File: config.mk
export PLATFORM = sky130hd
export DESIGN_NAME = brft_res_fifo
export DESIGN_NICKNAME = d
export VERILOG_FILES = /design/src/rtl/brft_pkg.sv /design/src/rtl/brft_res_fifo.sv
export SDC_FILE = /design/constraint.sdc
export NUM_CORES = 1
export LEC_CHECK = 0
export ABC_AREA = 1
export BUFFER_PORTS_ARGS = -buffer_cell sky130_fd_sc_hd__clkbuf_2
export CAP_MARGIN = 0
export CORE_MARGIN = 1
export CORE_UTILIZATION = 57
export DETAILED_ROUTE_END_ITERATION = 7
export PLACE_DENSITY = 0.83
export SYNTH_ARGS = -nofsm -noshare
export SYNTH_HDL_FRONTEND = slang
export SYNTH_SLANG_ARGS = --single-unit
File: constraint.sdc
create_clock -name clk -period 3.7 [get_ports clk]
set_input_delay 0.37 -clock clk [delete_from_list [all_inputs] [get_ports clk]]
set_output_delay 0.37 -clock clk [all_outputs]
set_load 0.005 [all_outputs]
File: src/rtl/brft_pkg.sv
// Shared types, codes and helpers for the byte ring FIFO with threshold events.
// Depends on nothing; imported by every module of the block.
`default_nettype none

package brft_pkg;

    localparam int DEPTH_DEFAULT     = 1024;
    localparam int MAX_BURST_DEFAULT = 64;

    localparam int CNT_W   = 11;
    localparam int LEN_W   = 7;
    localparam int DATA_W  = 8;
    localparam int TOT_W   = 32;
    localparam int OP_W    = 2;
    localparam int STAT_W  = 2;
    localparam int CFG_IDX_W = 3;

    localparam logic [CNT_W-1:0] CAP_RESET = 11'd1024;

    localparam logic [OP_W-1:0] OP_WRITE = 2'd0;
    localparam logic [OP_W-1:0] OP_READ  = 2'd1;
    localparam logic [OP_W-1:0] OP_QUERY = 2'd2;

    localparam logic [STAT_W-1:0] STAT_OK        = 2'd0;
    localparam logic [STAT_W-1:0] STAT_OVERFLOW  = 2'd1;
    localparam logic [STAT_W-1:0] STAT_UNDERFLOW = 2'd2;

    localparam logic [CFG_IDX_W-1:0] CFG_CAPACITY     = 3'd0;
    localparam logic [CFG_IDX_W-1:0] CFG_FILL_THRESH  = 3'd1;
    localparam logic [CFG_IDX_W-1:0] CFG_FILL_ENABLE  = 3'd2;
    localparam logic [CFG_IDX_W-1:0] CFG_SPACE_THRESH = 3'd3;
    localparam logic [CFG_IDX_W-1:0] CFG_SPACE_ENABLE = 3'd4;

    // Result queue between the engine and the output port.
    localparam int RES_DEPTH = 4;
    localparam int RES_AW    = $clog2(RES_DEPTH);
    localparam int RES_LVL_W = $clog2(RES_DEPTH + 1);

    typedef struct packed {
        logic [DATA_W-1:0] data_out;
        logic              last;
        logic [STAT_W-1:0] status;
        logic [CNT_W-1:0]  fill_count;
        logic [CNT_W-1:0]  free_count;
        logic [TOT_W-1:0]  write_total;
        logic [TOT_W-1:0]  read_total;
        logic              fill_event;
        logic              space_event;
    } brft_result_t;

    // Free space, zero when the capacity has dropped below the fill.
    function automatic logic [CNT_W-1:0] brft_free(
        input logic [CNT_W-1:0] cap,
        input logic [CNT_W-1:0] held
    );
        brft_free = (cap > held) ? (cap - held) : '0;
    endfunction

endpackage

`default_nettype wire

File: src/rtl/brft_res_fifo.sv
// Small result queue that decouples the FIFO engine from the output handshake.
// Depends on brft_pkg for the result struct and queue depth.
`default_nettype none

module brft_res_fifo
    import brft_pkg::*;
(
    input  wire logic                 clk,
    input  wire logic                 rst_n,
    input  wire logic                 push,
    input  wire brft_result_t         push_data,
    input  wire logic                 pop_ready,
    output logic                      out_valid,
    output brft_result_t              out_data,
    output logic [RES_LVL_W-1:0]      level
);

    brft_result_t         slot_mem [RES_DEPTH];
    logic [RES_AW-1:0]    wr_ptr_reg, wr_ptr_next;
    logic [RES_AW-1:0]    rd_ptr_reg, rd_ptr_next;
    logic [RES_LVL_W-1:0] level_reg, level_next;
    logic                 pop_fire;

    assign out_valid = (level_reg != '0);
    assign out_data  = slot_mem[rd_ptr_reg];
    assign level     = level_reg;
    assign pop_fire  = out_valid && pop_ready;

    always_comb
    begin
        wr_ptr_next = push ? (wr_ptr_reg + 1'b1) : wr_ptr_reg;
        rd_ptr_next = pop_fire ? (rd_ptr_reg + 1'b1) : rd_ptr_reg;
        level_next  = level_reg + RES_LVL_W'(push) - RES_LVL_W'(pop_fire);
    end

    always_ff @(posedge clk or negedge rst_n)
    begin
        if (!rst_n)
        begin
            wr_ptr_reg <= '0;
            rd_ptr_reg <= '0;
            level_reg  <= '0;
        end
        else
        begin
            wr_ptr_reg <= wr_ptr_next;
            rd_ptr_reg <= rd_ptr_next;
            level_reg  <= level_next;
        end
    end

    always_ff @(posedge clk)
    begin
        if (push)
        begin
            slot_mem[wr_ptr_reg] <= push_data;
        end
    end

endmodule

`default_nettype wire

After elaboration in Yosys (flattened, before gate mapping)

Memories as Yosys holds them, arrays and structs flattened.
Cells that the tools add are included.

Reductions and logical operators: 2
Add/subtract/negate cells: 4
Multiplexer cells: 2

Operators with widths:

| cell                                                           | count |
|---|---|
| 2-bit by 1-bit adder with 2-bit output (second input constant) | 2 |
| 3-bit by 1-bit adder with 3-bit output                         | 1 |
| 3-bit nonzero test                                             | 1 |
| 3-bit by 1-bit subtractor with 3-bit output                    | 1 |
| 1-bit 2-to-1 mux                                               | 2 |
| 1-bit logical AND                                              | 1 |

Flip-flop bits (word level): 7
Output and inout bits: 103
Word-level logic and storage cells: 12
Bits of input ports: 103
Memories: 1
RAM bits: 396

Memory list:

| memory   | depth | bits a word | rd ports | clocked after Yosys merged registers in | wr ports | RTL line            | RTL |
|---|---|---|---|---|---|---|---|
| slot_mem | 4     | 99          | 1        | 0                                       | 1        | brft_res_fifo.sv:18 | `brft_result_t slot_mem [RES_DEPTH];` |

Depth between registers and ports, before layout

Gate-level depths: netlist of the first run.

Depth in word-level cells: 3
Gate-level depth with buffers: 11
Depth with buffers taken out: 11

Worst setup path before layout of the first run

Ideal clock, no wire load.

Path type: flip-flop to flip-flop
Start point: register wr_ptr_reg[0]
End point: memory slot_mem[0][0] in the netlist's numbering (enable)
Required time: 3.247 ns
Data arrival time: 2.598 ns
Buffers on the path: 0
Setup slack: 0.650 ns
Stages on the path, launching flop included: 5
Library setup time: 0.453 ns
Clock period less this slack: 3.050 ns
Cell sequence: dfrtp_1 -> inv_1 -> ha_1 -> nand2_1 -> inv_1

RTL lines:

| what                   | RTL line            | RTL |
|---|---|---|
| start, declared        | brft_res_fifo.sv:19 | `logic [RES_AW-1:0] wr_ptr_reg, wr_ptr_next;` |
| start signal, assigned | brft_res_fifo.sv:46 | `wr_ptr_reg <= wr_ptr_next;` |
| end, declared          | brft_res_fifo.sv:18 |  |

Straight into the memory's write port.

==> impl_metrics.csv, run 1 <==
group,metric,value,unit
route,wirelength,30700,microns
logic_synthesis,syn_area,0.0158,sq mm
power_and_ir_drop,swShare,32.8,%
power_and_ir_drop,comb_power_share,31.4,%
power_and_ir_drop,power.density,794,mW/mm^2
timing,finalSetupViolations,0,
timing,setup_tns,0,ps
place,place_hpwl,17500,microns
hold_path,hold_depth,1,
die,start_util,58.4,%
die,core_region_area,0.0271,sq mm
setup_path,worst-r2r-setup-slack,1610,ps
timing,finalHoldViolCount,0,
power_and_ir_drop,power.switching,4830,uW
die,die_h,169,microns
layout,syn_to_final_growth,16.9,%
logic_synthesis,syn_nets,1415,
global_routing,grt-ovfl-total,0,
global_routing,grt_usage,21.6,%
setup_path,arrival,2680,ps
die,row_count,60,
setup_path,crit_type,"reg2out",
power_and_ir_drop,power,14700,uW
route,first_iter_violations,787,
route,viasPerCell,5.16,
route,drt-wirelength-per-cell,16.2,microns
logic_synthesis,synth_common_cells,"396 x edfxtp_1, 313 x nand2_1, 199 x nor2_1",
die,io_pins,206,
layout,nets,1610,
setup_path,r2r_cells,11,
timing,finClkSkew,14.9,ps
setup_path,r2r_end,"level[2]$_DFF_PN0_",
setup_path,cp.required,3330,ps
setup_path,r2r-start,"level[1]$_DFF_PN0_",
clock_network,cts.sinks,403,
place,place.gp.congestion,0.749,
power_and_ir_drop,p_int,9870,uW
layout,drive_above_1_share,18.2,%
timing,worst_slack,655,ps
clock_network,cts_tree,"done",
logic_synthesis,yosysMostFrequentCell,"edfxtp_1",
setup_path,crit_path_end_kind,"output pin",
timing,period_needed,3050,ps
logic_synthesis,syn_inst,1305,
power_and_ir_drop,clock_power_share,26.5,%
clock_network,insertion_delay,510,ps
timing,maxSlewHeadroom,4.20,%
clock_network,clockBufferDepth,3,
timing,fin_crit_sh,82.3,%
logic_synthesis,seq_area_frac_synth,76.2,%
logic_synthesis,yosysTopAreaCell,"edfxtp_1",
hold_path,min_to,"slot_mem[1][98]$_DFFE_PP_",
clock_network,cts_root_buf,"clkbuf_16",
power_and_ir_drop,seq_power_share,42.0,%
logic_synthesis,synth_warnings,0,
timing,rsz0062_at_grt,"false",
logic_synthesis,avgSynthCellArea,12.1,sq um
global_routing,grt_pass1_wl,47600,microns
power_and_ir_drop,vdd_drop_max,0.000641,V
die,die_w,169,microns
route,drtAntennaViolNets,0,
logic_synthesis,synth-seq-cells,403,
place,pre_cts_ws,1410,ps
clock_network,cts_resized,0,
run,maxCapViolations,0,
logic_synthesis,synth_edf_count,396,
logic_synthesis,synthFlopType,"edfxtp_1",
hold_path,hold_class,"in2reg",
hold_path,hp-start,"push_data[98]",
clock_network,cts_buffers,40,
place,portBuffers,205,
clock_network,htreeDepth,2,
clock_network,post_cts_buffers,0,
route,vias,9801,
layout,fillers,1749,
setup_path,cp_max_fo,299,
outcome,status,"complete, no violations",
setup_path,start_kind,"flop",
timing,worst_pin_slew,1440,ps
layout,largest_reg_flops,396,
route,drc_errors,0,
route,drtPass1Iterations,7,
global_routing,grt_max_degree,300,
die,dieArea,0.0285,sq mm
logic_synthesis,synth_area_leaders,"edfxtp_1 75%, nand2_1 7.4%, o21ai_0 6.3%",
timing,drv_slew,0,
timing,fmax,328,MHz
clock_network,clkTransAtPathRegs,60,ps
global_routing,grt_pass1_vias,9633,
logic_synthesis,synth.top_cell.area_share,75.1,%
logic_synthesis,netlist-cell-type-count,19,
global_routing,antenna_found_initial,2,
power_and_ir_drop,power_leakage,0.00748,uW
logic_synthesis,ys_async_sr_fraction,1.74,%
[placed cells by master (no fill, tap or decap), types with 2 or more instances in the layout]
| cell | count |
|---|---|
| clkinv_1 | 6 |
| ha_1 | 6 |
| dfrtp_1 | 6 |
| inv_1 | 108 |
| clkbuf_8 | 3 |
| xor2_1 | 2 |
| clkbuf_2 | 205 |
| nand3_1 | 2 |
| inv_4 | 4 |
| edfxtp_1 | 396 |
| bufinv_16 | 4 |
| diode_2 | 2 |
| nor2_1 | 199 |
| buf_4 | 5 |
| buf_12 | 7 |
| clkbuf_1 | 9 |
| clkbuf_16 | 41 |
| nand2_1 | 313 |
| clkinv_2 | 5 |
| o21ai_0 | 198 |
[layer usage]
layer	track usage (%)	vias up	routed length (microns)
met4	9.13	0	976
met5	0	-	0
li1	-	4794	-
met2	38.3	324	15700
met1	25.1	4612	12000
met3	5.07	71	2080
[worst max-delay path by stage]
| stage | startpoint | cells past startpoint | slack [ps] | endpoint |
|---|---|---|---|---|
| after CTS | rd_ptr_reg[0]$_DFFE_PN0P_ | 6 | 850 | out_data[40] |
| after detailed placement | rd_ptr_reg[0]$_DFFE_PN0P_ | 6 | 1410 | out_data[40] |
| after floorplan | wr_ptr_reg[0]$_DFFE_PN0P_ | 4 | 650 | slot_mem[0][0]$_DFFE_PP_ |
| after global placement | rd_ptr_reg[0]$_DFFE_PN0P_ | 6 | 1510 | out_data[73] |
| after global routing | rd_ptr_reg[0]$_DFFE_PN0P_ | 6 | 660 | out_data[15] |
| final | rd_ptr_reg[0]$_DFFE_PN0P_ | 6 | 650 | out_data[91] |
[cell type report]
class                   count  area [sq um]  area share, %
clock buffers              53          1100           5.95
multi-input cells         723          3050           16.5
repair buffers            218          1210           6.55
clock inverters            15           171          0.926
diodes                      2          5.00         0.0270
well taps                 372           465           2.51
inverters                 114           444           2.40
flip-flops and latches    403         12100           65.2
[worst max-delay path: stages (launching register included)]
cell      delay, ps
dfrtp_4         430
buf_12          620
nand2_1         160
o21ai_0         170
nand2_1          80
nand2_1          90
clkbuf_2        120
[power groups by stage]
stage / combinational [uW] / clock, uW / sequential [uW]
CTS: 4660 / 3940 / 6180
detailed placement: 4610 / 0 / 6270
finish: 4620 / 3900 / 6180
global placement: 4450 / 0 / 6220
floorplan: 2810 / 0 / 6280
global route: 5210 / 4120 / 6240
[stage by stage]
| step | area [sq um] | hold slack [ps] | utilization, % | std cells |
|---|---|---|---|---|
| finish | 18500 | 75.7 | 68.3 | 1900 |
| global route | 18500 | 57.7 | 68.3 | 1899 |
| CTS | 18500 | 53.3 | 68.3 | 1898 |
| detailed placement | 17200 | 218 | 63.6 | 1829 |
| global placement | 17200 | 212 | 63.6 | 1829 |
| floorplan | 15800 | 74.4 | - | 1305 |
[what timing repair did]
item,in CTS,in global routing
hold buffers,1,0
endpoints found under the hold margin,7,0
endpoints found under the setup margin,0,0
[kinds of logic (layout without fill, tap and decap cells)]
family	Yosys count	count (layout)	share of synthesized area, %
fa+ha+maj	7	7	0.600
xor+xnor	3	3	0.166
compound gates	199	199	6.29
flops	403	403	76.2
other cells	0	2	0
simple gates	514	514	12.2
buf+inv	179	400	4.57
Note: power is estimated with default switching activity, not from simulation.
==> run 2: changes to the inputs <==
- ABC_AREA: 1 -> 0
- clock period: 3.7 -> 2.9 ns (I/O delays scaled with it)
==> run 2 against run 1 <==
Compared with the run above: first-iteration DRC count shrank 37%; worst hold slack got worse by 49 ps; count of clock-buffer cells in the layout down 1; via count shrank 29%; sequential cell count unchanged; global-route usage is 0.14 points higher; routed wire length shrank 9.4%; non-clock buffer count grew 85; synthesized cell count decreased by 58%; area after synthesis down 7.3%; register-to-register slack worse by 780 ps; sequential power increased by 30%; critical path type unchanged; largest power group unchanged.
==> impl_metrics.csv, run 2 <==
group,metric,value,unit
timing,finalHoldViolCount,0,
die,core_region_area,0.0253,sq mm
global_routing,antenna_found_initial,1,
global_routing,grt_max_degree,60,
route,drtPass1Iterations,5,
clock_network,insertion_delay,510,ps
timing,finClkSkew,12.9,ps
setup_path,cp.buffers_inverters,2,
setup_path,critPathTopFamily,"flip-flops",
power_and_ir_drop,power_leakage,0.00633,uW
place,portBuffers,205,
logic_synthesis,synth-seq-cells,403,
setup_path,slowest_delay,740,ps
clock_network,clockBufferDepth,3,
logic_synthesis,syn_area,0.0147,sq mm
layout,syn_to_final_growth,23.9,%
clock_network,htreeDepth,2,
route,wirelength,27800,microns
logic_synthesis,syn_inst,551,
setup_path,r2r-start,"level[1]$_DFF_PN0_",
route,first_iter_violations,499,
die,start_util,58.2,%
timing,drv_slew,0,
setup_path,crit_path_end_kind,"output pin",
logic_synthesis,synthFlopType,"edfxtp_1",
timing,period_needed,2420,ps
clock_network,hold_buffers,84,
layout,stdcell_area,0.0182,sq mm
global_routing,grt_usage,21.7,%
timing,setup_tns,0,ps
clock_network,post_cts_buffers,0,
die,io_pins,206,
global_routing,grt_pass1_wl,42400,microns
logic_synthesis,yosysTopAreaCell,"edfxtp_1",
die,dieArea,0.0264,sq mm
logic_synthesis,avgSynthCellArea,26.7,sq um
place,place_hpwl,15900,microns
place,place.gp.congestion,0.774,
timing,finalSetupViolations,0,
logic_synthesis,synth_edf_count,396,
die,row_count,58,
setup_path,startpoint,"rd_ptr_reg[1]$_DFFE_PN0P_",
setup_path,cp.required,2610,ps
layout,drive_above_1_share,41.0,%
logic_synthesis,syn_nets,661,
clock_network,cts_tree,"done",
outcome,status,"complete, no violations",
timing,worst_pin_slew,639,ps
logic_synthesis,synth_common_cells,"396 x edfxtp_1, 99 x mux4_2, 10 x buf_6",
global_routing,grt-ovfl-total,0,
timing,fmax,413,MHz
logic_synthesis,synth.top_cell.area_share,80.9,%
clock_network,cts_buffers,40,
logic_synthesis,ys_async_sr_fraction,1.74,%
logic_synthesis,synth_warnings,0,
route,viasPerCell,5.63,
hold_path,hp-start,"push_data[42]",
logic_synthesis,seq_area_frac_synth,82.1,%
logic_synthesis,synth_area_leaders,"edfxtp_1 81%, mux4_2 15%, dfrtp_1 1.2%",
layout,nets,984,
logic_synthesis,yosysMostFrequentCell,"edfxtp_1",
power_and_ir_drop,vdd_drop_max,0.000765,V
layout,largest_reg_flops,396,
setup_path,cp_max_fo,30,
die,die_w,163,microns
clock_network,cts_resized,0,
setup_path,critPathSlowestCell,"dfrtp_4",
power_and_ir_drop,power.density,956,mW/mm^2
layout,fillers,1444,
setup_path,crit_type,"reg2out",
route,drt-wirelength-per-cell,22.6,microns
setup_path,arrival,2130,ps
layout,final_cell_mix,"396 x edfxtp_1, 205 x clkbuf_2, 99 x mux4_2",
setup_path,start_kind,"flop",
timing,hold_ws,26.4,ps
setup_path,path_cells,"buf_4, mux4_2, clkbuf_2",
logic_synthesis,netlist-cell-type-count,18,
clock_network,cts.sinks,403,
clock_network,clkTransAtPathRegs,60,ps
die,die_h,163,microns
clock_network,cts_root_buf,"clkbuf_16",
timing,maxSlewHeadroom,57.4,%
timing,rsz0062_at_grt,"false",
route,drtAntennaViolNets,0,
layout,final_common_cell,"edfxtp_1",
place,dpl_cell_area,0.0162,sq mm
global_routing,grt_pass1_vias,7595,
route,drc_errors,0,
hold_path,hold_class,"in2reg",
run,maxCapViolations,0,
timing,fin_crit_sh,83.4,%
route,vias,6943,
-- run 2: cell count changes after synthesis, sizes merged, moves of 2 or more --
| cell | change |
|---|---|
| and2 | +4 |
| inv | -107 |
| nor2 | -199 |
| mux4 | +99 |
| xnor2 | +2 |
| o21ai | -198 |
| nand3 | -2 |
| clkbuf | -25 |
| buf | -18 |
| nand2 | -312 |
-- run 2: path summary, 6_finish.rpt --
path	slack (ps)	endpoint	depth (start not counted)
max reg2reg	830	level[2]$_DFF_PN0_	7
max in group asynchronous	2540	rd_ptr_reg[0]$_DFFE_PN0P_	2
min reg2reg	550	wr_ptr_reg[0]$_DFFE_PN0P_	1
min	30	slot_mem[3][42]$_DFFE_PP_	1
max	480	out_data[73]	3
min in group asynchronous	160	level[1]$_DFF_PN0_	2
-- run 2: worst register-to-register path, cell delays in order, from the launching register on --
cell,delay (ps)
dfrtp_1,430
o31a_1,350
ha_1,280
inv_1,40
ha_1,180
fa_1,410
xnor2_1,170
xnor2_1,140
-- run 2: final cells by class --
class	instances	area, sq um	area share [%]
flip-flops and latches	403	12100	66.3
multi-input cells	120	2440	13.4
repair buffers	303	2090	11.5
clock buffers	52	1070	5.86
well taps	330	413	2.27
clock inverters	18	108	0.591
inverters	6	22.5	0.124
diodes	1	2.50	0.0137
-- run 2: where the power goes --
group	switching [uW]	leakage [uW]	internal, uW
Clock	1970	0.000559	2670
Combinational	2360	0.00206	2410
Sequential	381	0.00372	7630
-- run 2: per-layer routing --
| layer | track usage, % | vias up | wire (microns) | part of all wire, % |
|---|---|---|---|---|
| met5 | 0 | - | 0 | 0 |
| met4 | 4.89 | 0 | 401 | 1.4 |
| met3 | 4.74 | 38 | 1970 | 7.1 |
| met2 | 38.3 | 297 | 14700 | 53 |
| met1 | 27.7 | 3567 | 10800 | 39 |
| li1 | - | 3041 | - | - |
-- run 2: cells by family after synthesis --
logic type | share of synthesized area (%)
mux | 15.2
xor+xnor | 0.298
flops | 82.1
buf+inv | 1.35
compound gates | 0.153
fa+ha+maj | 0.647
simple gates | 0.238
-- run 2: stage by stage --
step	utilization (%)	cells	power (uW)	worst slack (ps)
after floorplan	-	551	11000	616
after global placement	64.1	1077	12700	883
after detailed placement	64.1	1077	12900	836
after CTS	72.1	1231	17600	427
after global routing	72.1	1233	18200	371
final	72.1	1233	17400	481
==> run 3: changes to the inputs <==
- ABC_AREA: 0 -> 1
- CORE_UTILIZATION: 57 -> 52
- PLACE_DENSITY: 0.83 -> 0.8
- clock period: 2.9 -> 2.15 ns (I/O delays scaled with it)
==> run 3 against run 2 <==
Compared with the run above: die area rose by 18%; non-clock buffer count grew 54; sequential cell count is the same; register-to-register slack got worse by 680 ps; global-route usage rose by 0.25 points; first-iteration DRC count increased by 85%; the flow now finishes with violations (setup timing).
==> impl_metrics.csv, run 3 (synthesis gave the netlist of run 1 again) <==
group,metric,value,unit
clock_network,clkTransAtPathRegs,60,ps
timing,maxSlewHeadroom,72.0,%
route,drc_errors,0,
timing,drv_slew,0,
timing,finClkSkew,13.2,ps
layout,largest_reg_flops,396,
setup_path,path_cells,"buf_12, clkbuf_16, buf_6, nor2_4, nor2_2, o21ai_1, nand2_1, buf_2",
clock_network,cts_tree,"done",
hold_path,hp-start,"push",
setup_path,start_kind,"flop",
route,first_iter_violations,922,
die,die_w,177,microns
clock_network,clockBufferDepth,3,
place,portBuffers,205,
clock_network,cts_buffers,40,
global_routing,grt-ovfl-total,0,
place,place.gp.congestion,0.772,
setup_path,cp.required,1930,ps
timing,rsz0062_at_grt,"true",
timing,setup_tns,-296,ps
die,core_region_area,0.0298,sq mm
global_routing,grt_max_degree,75,
timing,finalSetupViolations,17,
layout,final_common_cell,"edfxtp_1",
route,drt-wirelength-per-cell,18.1,microns
timing,worst_pin_slew,420,ps
layout,stdcell_area,0.0204,sq mm
layout,nets,1749,
route,vias,10800,
timing,finalHoldViolCount,0,
setup_path,startpoint,"rd_ptr_reg[0]$_DFFE_PN0P_",
timing,hold_ws,46.1,ps
setup_path,cp_max_fo,9,
timing,fmax,448,MHz
power_and_ir_drop,power,27700,uW
route,wirelength,37300,microns
setup_path,crit_path_end_kind,"output pin",
timing,worst_slack,-80.0,ps
die,die_h,177,microns
outcome,status,"finished with violations",
run,maxCapViolations,0,
die,io_pins,206,
clock_network,cts.sinks,403,
place,place_hpwl,18000,microns
clock_network,cts_root_buf,"clkbuf_16",
layout,syn_to_final_growth,28.7,%
power_and_ir_drop,power_leakage,0.00822,uW
place,dpl_cell_area,0.0175,sq mm
die,start_util,53.2,%
clock_network,htreeDepth,2,
setup_path,arrival,2020,ps
outcome,violations,"setup timing",
setup_path,crit_type,"reg2out",
clock_network,insertion_delay,530,ps
layout,fin_util,68.4,%
route,drtPass1Iterations,5,
power_and_ir_drop,power.density,1360,mW/mm^2
timing,period_needed,2230,ps
layout,final_cell_mix,"396 x edfxtp_1, 308 x nand2_1, 202 x clkbuf_2",
route,drtAntennaViolNets,0,
setup_path,slowest_delay,490,ps
layout,drive_above_1_share,21.8,%
hold_path,hold_class,"in2reg",
setup_path,critPathSlowestCell,"dfrtp_4",
die,row_count,63,
die,dieArea,0.0312,sq mm
global_routing,antenna_found_initial,1,
setup_path,r2r-start,"level[1]$_DFF_PN0_",
global_routing,grt_pass1_vias,10400,
timing,fin_crit_sh,104,%
route,viasPerCell,5.23,
power_and_ir_drop,vdd_drop_max,0.000848,V
global_routing,grt_usage,22.0,%
global_routing,grt_pass1_wl,52700,microns
-- run 3: changes by cell type in the layout (fill, tap and decap cells not counted), moves of 9 or more --
cell,before,now
buf_4,4,15
clkbuf_16,41,50
dlygate4sd3_1,85,101
inv_1,6,107
mux4_2,99,0
nand2_1,1,308
nor2_1,0,167
nor2_2,0,27
o21ai_0,1,118
o21ai_1,0,76
-- run 3: critical path, delay by kind of cell, from the launching register on --
kind | cells | cell delay [ps]
AO/OA/AOI/OAI | 1 | 120
buffers and inverters | 4 | 620
flip-flops | 1 | 490
AND/OR/NAND/NOR | 3 | 250
-- run 3: final cells by class --
type                            count  area, sq um
Multi-Input combinational cell    723         3190
Sequential cell                   403        12100
Antenna cell                        2         5.00
Clock inverter                     22          213
Fill cell                        1935         9400
Clock buffer                       50         1060
Inverter                          114          450
Tap cell                          390          488
Timing Repair Buffer              357         2910
-- run 3: per-stage QoR --
step                cells  setup WS [ps]
floorplan            1305           -378
global placement     1865            180
detailed placement   1865            160
CTS                  2049          -33.6
global route         2060           -122
finish               2061          -80.0
-- run 3: power by group --
group          leakage (uW)  switching, uW  internal (uW)
combinational       0.00388           6210           4010
clock              0.000618           2840           3980
sequential          0.00372            396          10300
-- run 3: path summary, 6_finish.rpt --
path	depth (start not counted)	to	slack [ps]
setup / recovery	8	out_data[20]	-80
setup reg to reg	11	level[2]$_DFF_PN0_	150
max in group asynchronous	2	rd_ptr_reg[0]$_DFFE_PN0P_	1910
hold reg to reg	1	wr_ptr_reg[0]$_DFFE_PN0P_	540
hold / removal	2	wr_ptr_reg[0]$_DFFE_PN0P_	50
min in group asynchronous	2	wr_ptr_reg[1]$_DFFE_PN0P_	60
-- run 3: timing repair --
item	4_1_cts	5_1_grt
hold buffers	101	0
gates cloned	2	10
endpoints found under the hold margin	404	0
setup endpoints to repair	64	87
pin swaps	3	4
gates resized for setup	15	126
setup buffers	9	0
-- run 3: layer usage --
layer / part of all wire (%) / vias up / GRT usage [%]
met3: 6.6 / 65 / 4.33
li1: - / 5069 / -
met5: 0 / - / 0
met1: 38 / 5193 / 25.9
met4: 2.3 / 0 / 7.72
met2: 53 / 442 / 39.7
